`src/rtl/mif_pkg.sv`:
```
// Package: shared types and constants for the message-signalled interrupt file.
`default_nettype none
package mif_pkg;

  localparam int unsigned NumIdsDefault  = 255;
  localparam int unsigned WordBitsDefault = 64;

  // Operation codes
  localparam logic [2:0] OpRead    = 3'd0;
  localparam logic [2:0] OpWrite   = 3'd1;
  localparam logic [2:0] OpSet     = 3'd2;
  localparam logic [2:0] OpClear   = 3'd3;
  localparam logic [2:0] OpClaim   = 3'd4;
  localparam logic [2:0] OpMessage = 3'd5;

  // Indirect select map
  localparam logic [7:0] SelDelivery  = 8'h70;
  localparam logic [7:0] SelThreshold = 8'h72;
  localparam logic [7:0] SelPendBase  = 8'h80;
  localparam logic [7:0] SelPendLast  = 8'hBF;
  localparam logic [7:0] SelEnBase    = 8'hC0;
  localparam logic [7:0] SelEnLast    = 8'hFF;
  localparam int unsigned TopIdShift  = 16;

  typedef struct packed {
    logic [2:0]  operation;
    logic [7:0]  select;
    logic [63:0] write_data;
    logic [7:0]  message_id;
  } req_t;

  typedef struct packed {
    logic [63:0] read_data;
    logic [7:0]  claimed_id;
    logic        interrupt_line;
    logic        access_fault;
  } rsp_t;

  // Controller to datapath commands
  typedef struct packed {
    logic load;      // capture the incoming transaction
    logic scan_clr;  // restart the top-identity scan
    logic scan_step; // examine one word
    logic exec;      // apply the access and build the result
  } cmd_t;

  // Datapath to controller status
  typedef struct packed {
    logic scan_done;
  } sts_t;

endpackage
`default_nettype wire

```
`src/rtl/mif_datapath.sv`:
```
// Datapath: bit arrays, control registers, word-serial top-identity scan.
`default_nettype none
module mif_datapath #(
  parameter int unsigned NUM_IDS   = mif_pkg::NumIdsDefault,
  parameter int unsigned WORD_BITS = mif_pkg::WordBitsDefault
) (
  input  wire logic          clk_i,
  input  wire logic          rst_ni,
  input  wire mif_pkg::req_t req_i,
  input  wire mif_pkg::cmd_t cmd_i,
  output mif_pkg::sts_t      sts_o,
  output mif_pkg::rsp_t      rsp_o
);
  import mif_pkg::*;

  localparam int unsigned NWords  = (NUM_IDS + WORD_BITS) / WORD_BITS;
  localparam int unsigned WIdxW   = (NWords > 1) ? $clog2(NWords) : 1;
  localparam int unsigned BitW    = $clog2(WORD_BITS);
  localparam int unsigned IdW     = $clog2(NWords * WORD_BITS);
  localparam int unsigned SelStep = WORD_BITS / 32;
  localparam int unsigned StepW   = (SelStep > 1) ? 1 : 0;
  localparam int unsigned CntW    = $clog2(NWords + 1);

  // Valid-bit mask of word w
  function automatic logic [WORD_BITS-1:0] valid_mask(input int unsigned w);
    logic [WORD_BITS-1:0] m;
    m = '0;
    for (int unsigned b = 0; b < WORD_BITS; b++) begin
      if ((w * WORD_BITS + b) >= 1 && (w * WORD_BITS + b) <= NUM_IDS) m[b] = 1'b1;
    end
    return m;
  endfunction

  logic [WORD_BITS-1:0] pend_q [NWords];
  logic [WORD_BITS-1:0] en_q   [NWords];
  logic                 deliv_q;
  logic [7:0]           thr_q;
  req_t                 req_q;
  logic [CntW-1:0]      scan_q;
  logic                 found_q;
  logic [IdW-1:0]       top_q;
  rsp_t                 rsp_q;

  // Select decode
  logic [1:0]  kind;        // 0 fault, 1 delivery, 2 threshold, 3 word
  logic        is_en;
  logic [6:0]  koff;
  logic [6:0]  wsel;
  logic        wsel_ok;
  logic [WIdxW-1:0] widx;

  always_comb begin
    kind  = 2'd0;
    is_en = (req_q.select >= SelEnBase);
    koff  = is_en ? 7'(req_q.select - SelEnBase) : 7'(req_q.select - SelPendBase);
    wsel  = (SelStep > 1) ? (koff >> StepW) : koff;
    if (req_q.select == SelDelivery) kind = 2'd1;
    else if (req_q.select == SelThreshold) kind = 2'd2;
    else if (req_q.select >= SelPendBase) begin
      if (!((SelStep > 1) && koff[0])) kind = 2'd3;
    end
    wsel_ok = (32'(wsel) < NWords);
    widx    = WIdxW'(wsel);
  end

  // Old value of the addressed register
  logic [WORD_BITS-1:0] wmask;
  logic [63:0]          old_val;
  logic [63:0]          new_val;
  always_comb begin
    wmask   = '0;
    old_val = '0;
    for (int unsigned w = 0; w < NWords; w++) begin
      if (wsel_ok && widx == WIdxW'(w)) wmask = valid_mask(w);
    end
    case (kind)
      2'd1: old_val = 64'(deliv_q);
      2'd2: old_val = 64'(thr_q);
      2'd3: if (wsel_ok) old_val = 64'((is_en ? en_q[widx] : pend_q[widx]) & wmask);
      default: old_val = '0;
    endcase
    case (req_q.operation)
      OpWrite: new_val = req_q.write_data;
      OpSet:   new_val = old_val | req_q.write_data;
      OpClear: new_val = old_val & ~req_q.write_data;
      default: new_val = old_val;
    endcase
  end

  // Scan word: eligible bits of the current word under the threshold
  logic [WIdxW-1:0]     sidx;
  logic [WORD_BITS-1:0] elig;
  logic                 hit;
  logic [BitW-1:0]      hit_bit;
  always_comb begin
    sidx    = WIdxW'(scan_q);
    elig    = pend_q[sidx] & en_q[sidx];
    hit     = 1'b0;
    hit_bit = '0;
    for (int unsigned b = 0; b < WORD_BITS; b++) begin
      if (thr_q != 8'd0 && (32'(scan_q) * WORD_BITS + b) >= 32'(thr_q)) elig[b] = 1'b0;
    end
    for (int b = WORD_BITS - 1; b >= 0; b--) begin
      if (elig[b]) begin
        hit     = 1'b1;
        hit_bit = BitW'(b);
      end
    end
  end

  assign sts_o.scan_done = found_q || (32'(scan_q) >= NWords);

  // Scan registers
  always_ff @(posedge clk_i or negedge rst_ni) begin
    if (!rst_ni) begin
      scan_q  <= '0;
      found_q <= 1'b0;
      top_q   <= '0;
    end else if (cmd_i.scan_clr) begin
      scan_q  <= '0;
      found_q <= 1'b0;
      top_q   <= '0;
    end else if (cmd_i.scan_step && !sts_o.scan_done) begin
      if (hit) begin
        found_q <= 1'b1;
        top_q   <= IdW'({sidx, hit_bit});
      end else begin
        scan_q <= scan_q + 1'b1;
      end
    end
  end

  always_ff @(posedge clk_i) begin
    if (cmd_i.load) req_q <= req_i;
  end

  // Top-identity fields
  logic [WIdxW-1:0] top_w;
  logic [BitW-1:0]  top_b;
  logic [WIdxW-1:0] msg_w;
  logic [BitW-1:0]  msg_b;
  logic             msg_ok;
  assign top_w  = WIdxW'(top_q >> BitW);
  assign top_b  = top_q[BitW-1:0];
  assign msg_w  = WIdxW'(req_q.message_id >> BitW);
  assign msg_b  = BitW'(req_q.message_id);
  assign msg_ok = (req_q.message_id != 8'd0) && (32'(req_q.message_id) <= NUM_IDS);

  // State update and result
  always_ff @(posedge clk_i or negedge rst_ni) begin
    if (!rst_ni) begin
      for (int unsigned w = 0; w < NWords; w++) begin
        pend_q[w] <= '0;
        en_q[w]   <= '0;
      end
      deliv_q <= 1'b0;
      thr_q   <= '0;
    end else if (cmd_i.exec) begin
      case (req_q.operation)
        OpWrite, OpSet, OpClear: begin
          case (kind)
            2'd1: deliv_q <= new_val[0];
            2'd2: thr_q <= new_val[7:0];
            2'd3: begin
              if (wsel_ok) begin
                if (is_en) en_q[widx] <= WORD_BITS'(new_val) & wmask;
                else pend_q[widx] <= WORD_BITS'(new_val) & wmask;
              end
            end
            default: ;
          endcase
        end
        OpClaim: if (found_q) pend_q[top_w][top_b] <= 1'b0;
        OpMessage: if (msg_ok) pend_q[msg_w][msg_b] <= 1'b1;
        default: ;
      endcase
    end
  end

  always_ff @(posedge clk_i) begin
    if (cmd_i.exec) begin
      rsp_q.read_data      <= '0;
      rsp_q.claimed_id     <= '0;
      rsp_q.access_fault   <= 1'b0;
      rsp_q.interrupt_line <= 1'b0;
      case (req_q.operation)
        OpRead, OpWrite, OpSet, OpClear: begin
          rsp_q.read_data    <= old_val;
          rsp_q.access_fault <= (kind == 2'd0);
        end
        OpClaim: begin
          if (found_q) begin
            rsp_q.read_data  <= (64'(top_q) << TopIdShift) | 64'(top_q);
            rsp_q.claimed_id <= 8'(top_q);
          end
        end
        default: ;
      endcase
    end else if (cmd_i.scan_step && sts_o.scan_done) begin
      // Post-step rescan finished: interrupt line settles
      rsp_q.interrupt_line <= deliv_q && found_q;
    end
  end

  assign rsp_o = rsp_q;

endmodule
`default_nettype wire

```
`src/rtl/mif_ctrl.sv`:
```
// Controller: sequences load, scan, execute, rescan and output handshake.
`default_nettype none
module mif_ctrl (
  input  wire logic          clk_i,
  input  wire logic          rst_ni,
  input  wire logic          in_valid_i,
  output logic               in_ready_o,
  output logic               out_valid_o,
  input  wire logic          out_ready_i,
  input  wire mif_pkg::sts_t sts_i,
  output mif_pkg::cmd_t      cmd_o
);
  import mif_pkg::*;

  localparam logic [2:0] StIdle  = 3'd0;
  localparam logic [2:0] StScan  = 3'd1;
  localparam logic [2:0] StExec  = 3'd2;
  localparam logic [2:0] StClr   = 3'd3;
  localparam logic [2:0] StRescan = 3'd4;
  localparam logic [2:0] StOut   = 3'd5;

  logic [2:0] state_q, state_d;

  assign in_ready_o  = (state_q == StIdle);
  assign out_valid_o = (state_q == StOut);

  always_comb begin
    state_d = state_q;
    cmd_o   = '0;
    case (state_q)
      StIdle: begin
        if (in_valid_i) begin
          cmd_o.load     = 1'b1;
          cmd_o.scan_clr = 1'b1;
          state_d        = StScan;
        end
      end
      StScan: begin
        cmd_o.scan_step = 1'b1;
        if (sts_i.scan_done) state_d = StExec;
      end
      StExec: begin
        cmd_o.exec = 1'b1;
        state_d    = StClr;
      end
      StClr: begin
        cmd_o.scan_clr = 1'b1;
        state_d        = StRescan;
      end
      StRescan: begin
        cmd_o.scan_step = 1'b1;
        if (sts_i.scan_done) state_d = StOut;
      end
      StOut: if (out_ready_i) state_d = StIdle;
      default: state_d = StIdle;
    endcase
  end

  always_ff @(posedge clk_i or negedge rst_ni) begin
    if (!rst_ni) state_q <= StIdle;
    else state_q <= state_d;
  end

endmodule
`default_nettype wire

```
`src/rtl/msi_interrupt_file.sv`:
```
// Top level: message-signalled interrupt file with valid/ready channels.
`default_nettype none
// One interrupt file: pending and enable bits for identities 1..NUM_IDS, a
// delivery enable and a priority threshold, reached by indirect select.
// One transaction at a time, paced by the word-serial top-identity scan that
// runs once before the access and once after it to settle the interrupt line.
// Results are held in an output register until taken; the next transaction
// is accepted after that.
module msi_interrupt_file #(
  parameter int unsigned NUM_IDS   = mif_pkg::NumIdsDefault,
  parameter int unsigned WORD_BITS = mif_pkg::WordBitsDefault
) (
  input  wire logic          clk_i,
  input  wire logic          rst_ni,
  input  wire logic          in_valid_i,
  output logic               in_ready_o,
  input  wire mif_pkg::req_t in_data_i,
  output logic               out_valid_o,
  input  wire logic          out_ready_i,
  output mif_pkg::rsp_t      out_data_o
);
  import mif_pkg::*;

  cmd_t cmd;
  sts_t sts;

  mif_ctrl u_ctrl (
    .clk_i, .rst_ni, .in_valid_i, .in_ready_o, .out_valid_o, .out_ready_i,
    .sts_i(sts), .cmd_o(cmd)
  );

  mif_datapath #(.NUM_IDS(NUM_IDS), .WORD_BITS(WORD_BITS)) u_dp (
    .clk_i, .rst_ni, .req_i(in_data_i), .cmd_i(cmd), .sts_o(sts), .rsp_o(out_data_o)
  );

`ifndef ASSERT_OFF
  a_no_accept_busy: assert property (@(posedge clk_i) disable iff (!rst_ni)
    out_valid_o |-> !in_ready_o) else $error("input ready while result pending");
  a_out_stable: assert property (@(posedge clk_i) disable iff (!rst_ni)
    out_valid_o && !out_ready_i |=> out_valid_o && $stable(out_data_o))
    else $error("result changed while stalled");
  a_one_cmd: assert property (@(posedge clk_i) disable iff (!rst_ni)
    $onehot0({cmd.exec, cmd.scan_step, cmd.scan_clr}))
    else $error("conflicting datapath commands");
`endif

endmodule
`default_nettype wire
```
`config.mk`:
```
export PLATFORM = sky130hd
export DESIGN_NAME = msi_interrupt_file
export DESIGN_NICKNAME = d
export VERILOG_FILES = /design/src/rtl/mif_pkg.sv /design/src/rtl/mif_datapath.sv /design/src/rtl/mif_ctrl.sv /design/src/rtl/msi_interrupt_file.sv
export SDC_FILE = /design/constraint.sdc
export NUM_CORES = 2
export LEC_CHECK = 0
export BUFFER_PORTS_ARGS = -buffer_cell sky130_fd_sc_hd__buf_2
export CELL_PAD_IN_SITES_DETAIL_PLACEMENT = 1
export CELL_PAD_IN_SITES_GLOBAL_PLACEMENT = 1
export CORE_MARGIN = 2
export CORE_UTILIZATION = 40
export DETAILED_ROUTE_END_ITERATION = 12
export HOLD_SLACK_MARGIN = 0.08
export PLACE_DENSITY = 0.75
export SLEW_MARGIN = 20
export SYNTH_ARGS = -nofsm -noshare
export SYNTH_HDL_FRONTEND = slang
export SYNTH_HIERARCHICAL = 1
export SYNTH_SLANG_ARGS = --single-unit
```
`constraint.sdc`:
```
create_clock -name clk_i -period 14.4 [get_ports clk_i]
set_input_delay 2.16 -clock clk_i [delete_from_list [all_inputs] [get_ports clk_i]]
set_output_delay 2.16 -clock clk_i [all_outputs]
set_load 0.01 [all_outputs]
```
==> results by stage <==
Floorplanning:
- Measured along the x axis, the die boundary spans 330 um.
- The area of the die is 109000 sq um.
- The core region is 105000 sq um.
- The die outline height is 330 um.
- Once the floorplan was initialized, standard cells occupied 40.3% of the core.
- The top-level I/O count is 163.
- After floorplanning, the core was divided into 119 placement rows.

Clocking:
- The clock slew seen by the registers of the worst setup and hold paths is 0.06 ns.
- The clock tree root buffer cell is clkbuf_16.
- The later pin in the worst-skew pair is clocked with a latency of 0.69 ns.
- For this design, the CTS-stage hold fixing added 0 buffers.
- The count of instances resized after the clock tree is built is 0.
- The H-tree was split into 3 levels.
- The clock tree from TritonCTS is built.
- The number of clock buffers added by TritonCTS is 84.
- No sink is reached through more buffers than the 3 on the longest clock path.
- Buffers added to address setup during post-CTS repair amount to 0.
- The number of clock sinks seen by CTS is 693.

GRT:
- The met1 routing resource usage after global routing is 47.2%.
- The number of global-route vias before repair is 42560.
- Global routing used 36.4% of the available tracks across all layers.
- The met2 usage is 55.7%.
- The met3 usage in global routing is 8.90%.
- Entering global routing, the biggest net connects 144 pins.
- The aggregate global routing overflow is 0.
- The first global-routing pass estimated 292000 um of wire.
- met2 is the most crowded layer.
- The number of antenna violations at the first check in global routing came to 12.

Power and ir drop:
- The design draws 6.06 mW.
- The worst-case IR drop observed on VDD is 0.122 mV.
- The leakage dissipation is 18.2 nW.
- Dividing total power by cell area gives a power density of 128 nW/um^2.

Yosys:
- Counting every net in the synthesized netlist gives 4776.
- The mean instance size in the synthesized netlist is 9.05 sq um.
- The number of distinct standard cells referenced by the synthesized netlist is 98.
- After synthesis, the cell types taking the most area are dfrtp_1 32%, edfxtp_1 11%, mux4_2 7.6%.
- The mapped cell area is 42400 sq um.
- The commonest register cell after synthesis is dfrtp_1.
- In this run, synthesis produced a sequential element count of 693.
- The area share of the largest cell type after synthesis is 31.6%.
- Yosys printed 6 warnings.
- Synthesis handed over a netlist of 4685 instances.
- The number of enable-type register cells in the synthesized netlist is 156.
- The cell accounting for the most synthesized area is dfrtp_1.
- The async set or reset register ratio after synthesis is 77.3%.
- Summing the sequential cell areas from Yosys gives 42.7% of the chip area.

Timing:
- Static timing analysis puts the maximum clock frequency at 180 MHz.
- The max-slew violation count came to 0.
- The final clock skew is 0.0377 ns.
- The actual transition at the worst max-transition pin is 1.29 ns.
- The number of endpoints failing setup at the final stage is 0.
- The final clock period utilization by the worst path is 38.5%.
- The number of endpoints with negative hold slack in the final report is 0.
- Setup repair after global routing left no endpoint under its margin.
- Subtracting the final worst setup slack from the clock period gives 5.54 ns.
- Summed over all failing endpoints, the final setup total negative slack is 0 ns.
- The relative slew slack is 13.9%.

Critical path:
- For the worst flop-to-flop path, the logic depth is 12.
- Data arrives at the worst endpoint at 6.10 ns.
- The worst setup path is captured at a register.
- The category of the worst setup path launch point is a register.
- The category of the critical setup timing path is register to register.
- The slowest stage of the critical path is the nor4_1 cell.
- The critical path goes through buf_4 > ha_1 > a211o_1 > o22ai_1 > o221ai_1 > o2111ai_1 > nor4_1 > nand4_1 > o31ai_1 > buf_4 > mux2i_1 > nor2_1.
- The cell that appears most often on the critical path is buf_4.
- In this run the worst path has a maximum fanout of 53.
- For this run, the slowest stage of the critical path takes 0.92 ns.
- The critical path data required time is 14.96 ns.

Route:
- The remaining design rule violation count is 0.
- After detailed routing, the number of vias per cell comes to 6.84.
- The total wire length is 200000 um.
- For this run, the detailed router's first-pass iteration total came to 6.
- The via count of the routed design is 41863.
- After detailed routing, the average wire length per cell comes to 32.7 um.
- The count of routing violations after the opening detailed-route iteration is 5058.
- The remaining antenna violation count after routing is 0.

Run:
- The max-capacitance violation count is 0.

Place:
- The count of buffers inserted at the top-level ports is 162.
- The routability congestion estimate is 0.972.
- Detailed placement ended at an HPWL of 124000 um.

Final layout:
- The area growth from synthesis to layout is 11.5%.
- The net count of the finished layout is 4752.
- The share of cells above drive strength 1 is 17.7%.

Hold path:
- The worst hold path passes through 2 cells.
- The type of the most critical hold path is register to register.

Status:
- The flow ran to the end, and the final reports show no timing, DRC or antenna violations.
where the power goes:
group	leakage, nW	internal [mW]	switching [mW]
combinational	7.90	0.358	1.25
sequential	8.94	2.14	0.139
clock	1.36	1.28	0.899
total	18.2	3.78	2.29
stage by stage:
step | worst slack (ns) | area (sq um) | utilization, % | cells | hold slack [ns]
final | 8.86 | 47300 | 44.9 | 6123 | 0.505
after global routing | 8.76 | 47300 | 44.9 | 6119 | 0.534
after CTS | 9.03 | 47300 | 44.9 | 6118 | 0.503
after detailed placement | 9.00 | 44500 | 42.3 | 5965 | 0.489
after global placement | 8.89 | 44500 | 42.3 | 5965 | 0.479
after floorplan | 5.52 | 42400 | - | 4685 | 0.459
state kept, by name, indices dropped and copies added (netlist names), 6 cells and up:
name / count
u_dp/en_q: 256
u_dp/msg_b: 6
u_dp/pend_q: 256
u_dp/req_q: 75
u_dp/rsp_o: 74
u_dp/thr_q: 8
u_dp/top_q: 8
cell families (layout without fill, tap and decap cells):
kind of cell | Yosys count | in the layout | share of synthesized area (%)
flops | 693 | 693 | 42.7
compound gates | 1436 | 1436 | 21.9
other cells | 0 | 4 | 0
xor+xnor | 2 | 2 | 0.0413
fa+ha+maj | 4 | 4 | 0.118
mux | 379 | 379 | 13.7
simple gates | 1672 | 1672 | 16.7
buf+inv | 499 | 542 | 4.78
routing by layer:
layer / up-vias / wire, um
met5: - / 141
met4: 16 / 12400
met3: 710 / 21400
met2: 2492 / 88700
met1: 21420 / 77800
li1: 17225 / -
cell usage after synthesis, drive strengths merged, types with 8 or more instances:
master / instances
buf: 85
a311o: 8
a311oi: 100
a2bb2oi: 39
o21a: 10
a221oi: 53
dfrtp: 536
nor3: 39
or3: 10
nand3b: 16
mux2i: 39
inv: 120
nand2b: 21
mux4: 143
nand3: 94
nor2b: 14
clkbuf: 294
edfxtp: 156
or3b: 11
a31oi: 133
a21oi: 342
o2bb2ai: 34
nor4: 20
o211ai: 48
o221ai: 11
o21ai: 377
a211oi: 23
and2: 18
o22ai: 97
or2: 20
nand2: 811
nor2: 543
a22oi: 27
mux2: 197
a22o: 50
nand4: 9
and3: 19
o221a: 8
final timing paths:
kind                            slack, ns           start             end
worst min-delay path                 0.51   u_dp/en_q[47]   u_dp/en_q[47]
max in group asynchronous            9.84          rst_ni  u_dp/en_q[162]
min in group asynchronous            1.56          rst_ni  u_dp/en_q[171]
worst min register to register       0.51   u_dp/en_q[47]   u_dp/en_q[47]
worst max-delay path                 8.86  u_dp/scan_q[0]   u_dp/top_q[7]
worst max register to register       8.86  u_dp/scan_q[0]   u_dp/top_q[7]
worst max-delay path: cells and delay by family (launching register included):
kind                       cells  cell delay [ns]
and+or+nand+nor                3             1.30
muxes                          1             0.23
AOI/OAI and AO/OA              5             1.85
DFF                            1             0.67
adders and majority gates      1             0.31
buffers and inverters          2             1.03
placed cells by master (no fill, tap or decap), types with 27 or more instances in the layout:
master and n:
o211ai_1 48, nand3_1 91, a22o_1 50, a311oi_1 100, inv_1 117, o2bb2ai_1 34
nand2_1 802, buf_4 103, buf_2 162, a221oi_1 51, mux4_2 143, a2bb2oi_1 39
mux2_2 197, a22oi_1 27, mux2i_1 39, a21oi_1 337, dfrtp_1 534, nor2_1 534
a31oi_1 133, o22ai_1 97, clkbuf_16 87, nor3_1 36, edfxtp_1 156, o21ai_0 367
layout make-up:
type	instances	area [sq um]
Multi-Input combinational cell	3493	22500
Timing Repair Buffer	269	1660
Tap cell	1391	1740
Clock buffer	131	2540
Clock inverter	22	210
Antenna cell	4	10.0
Fill cell	12051	58000
Sequential cell	693	18100
Inverter	120	450
Note: power is estimated with default switching activity, not from simulation.
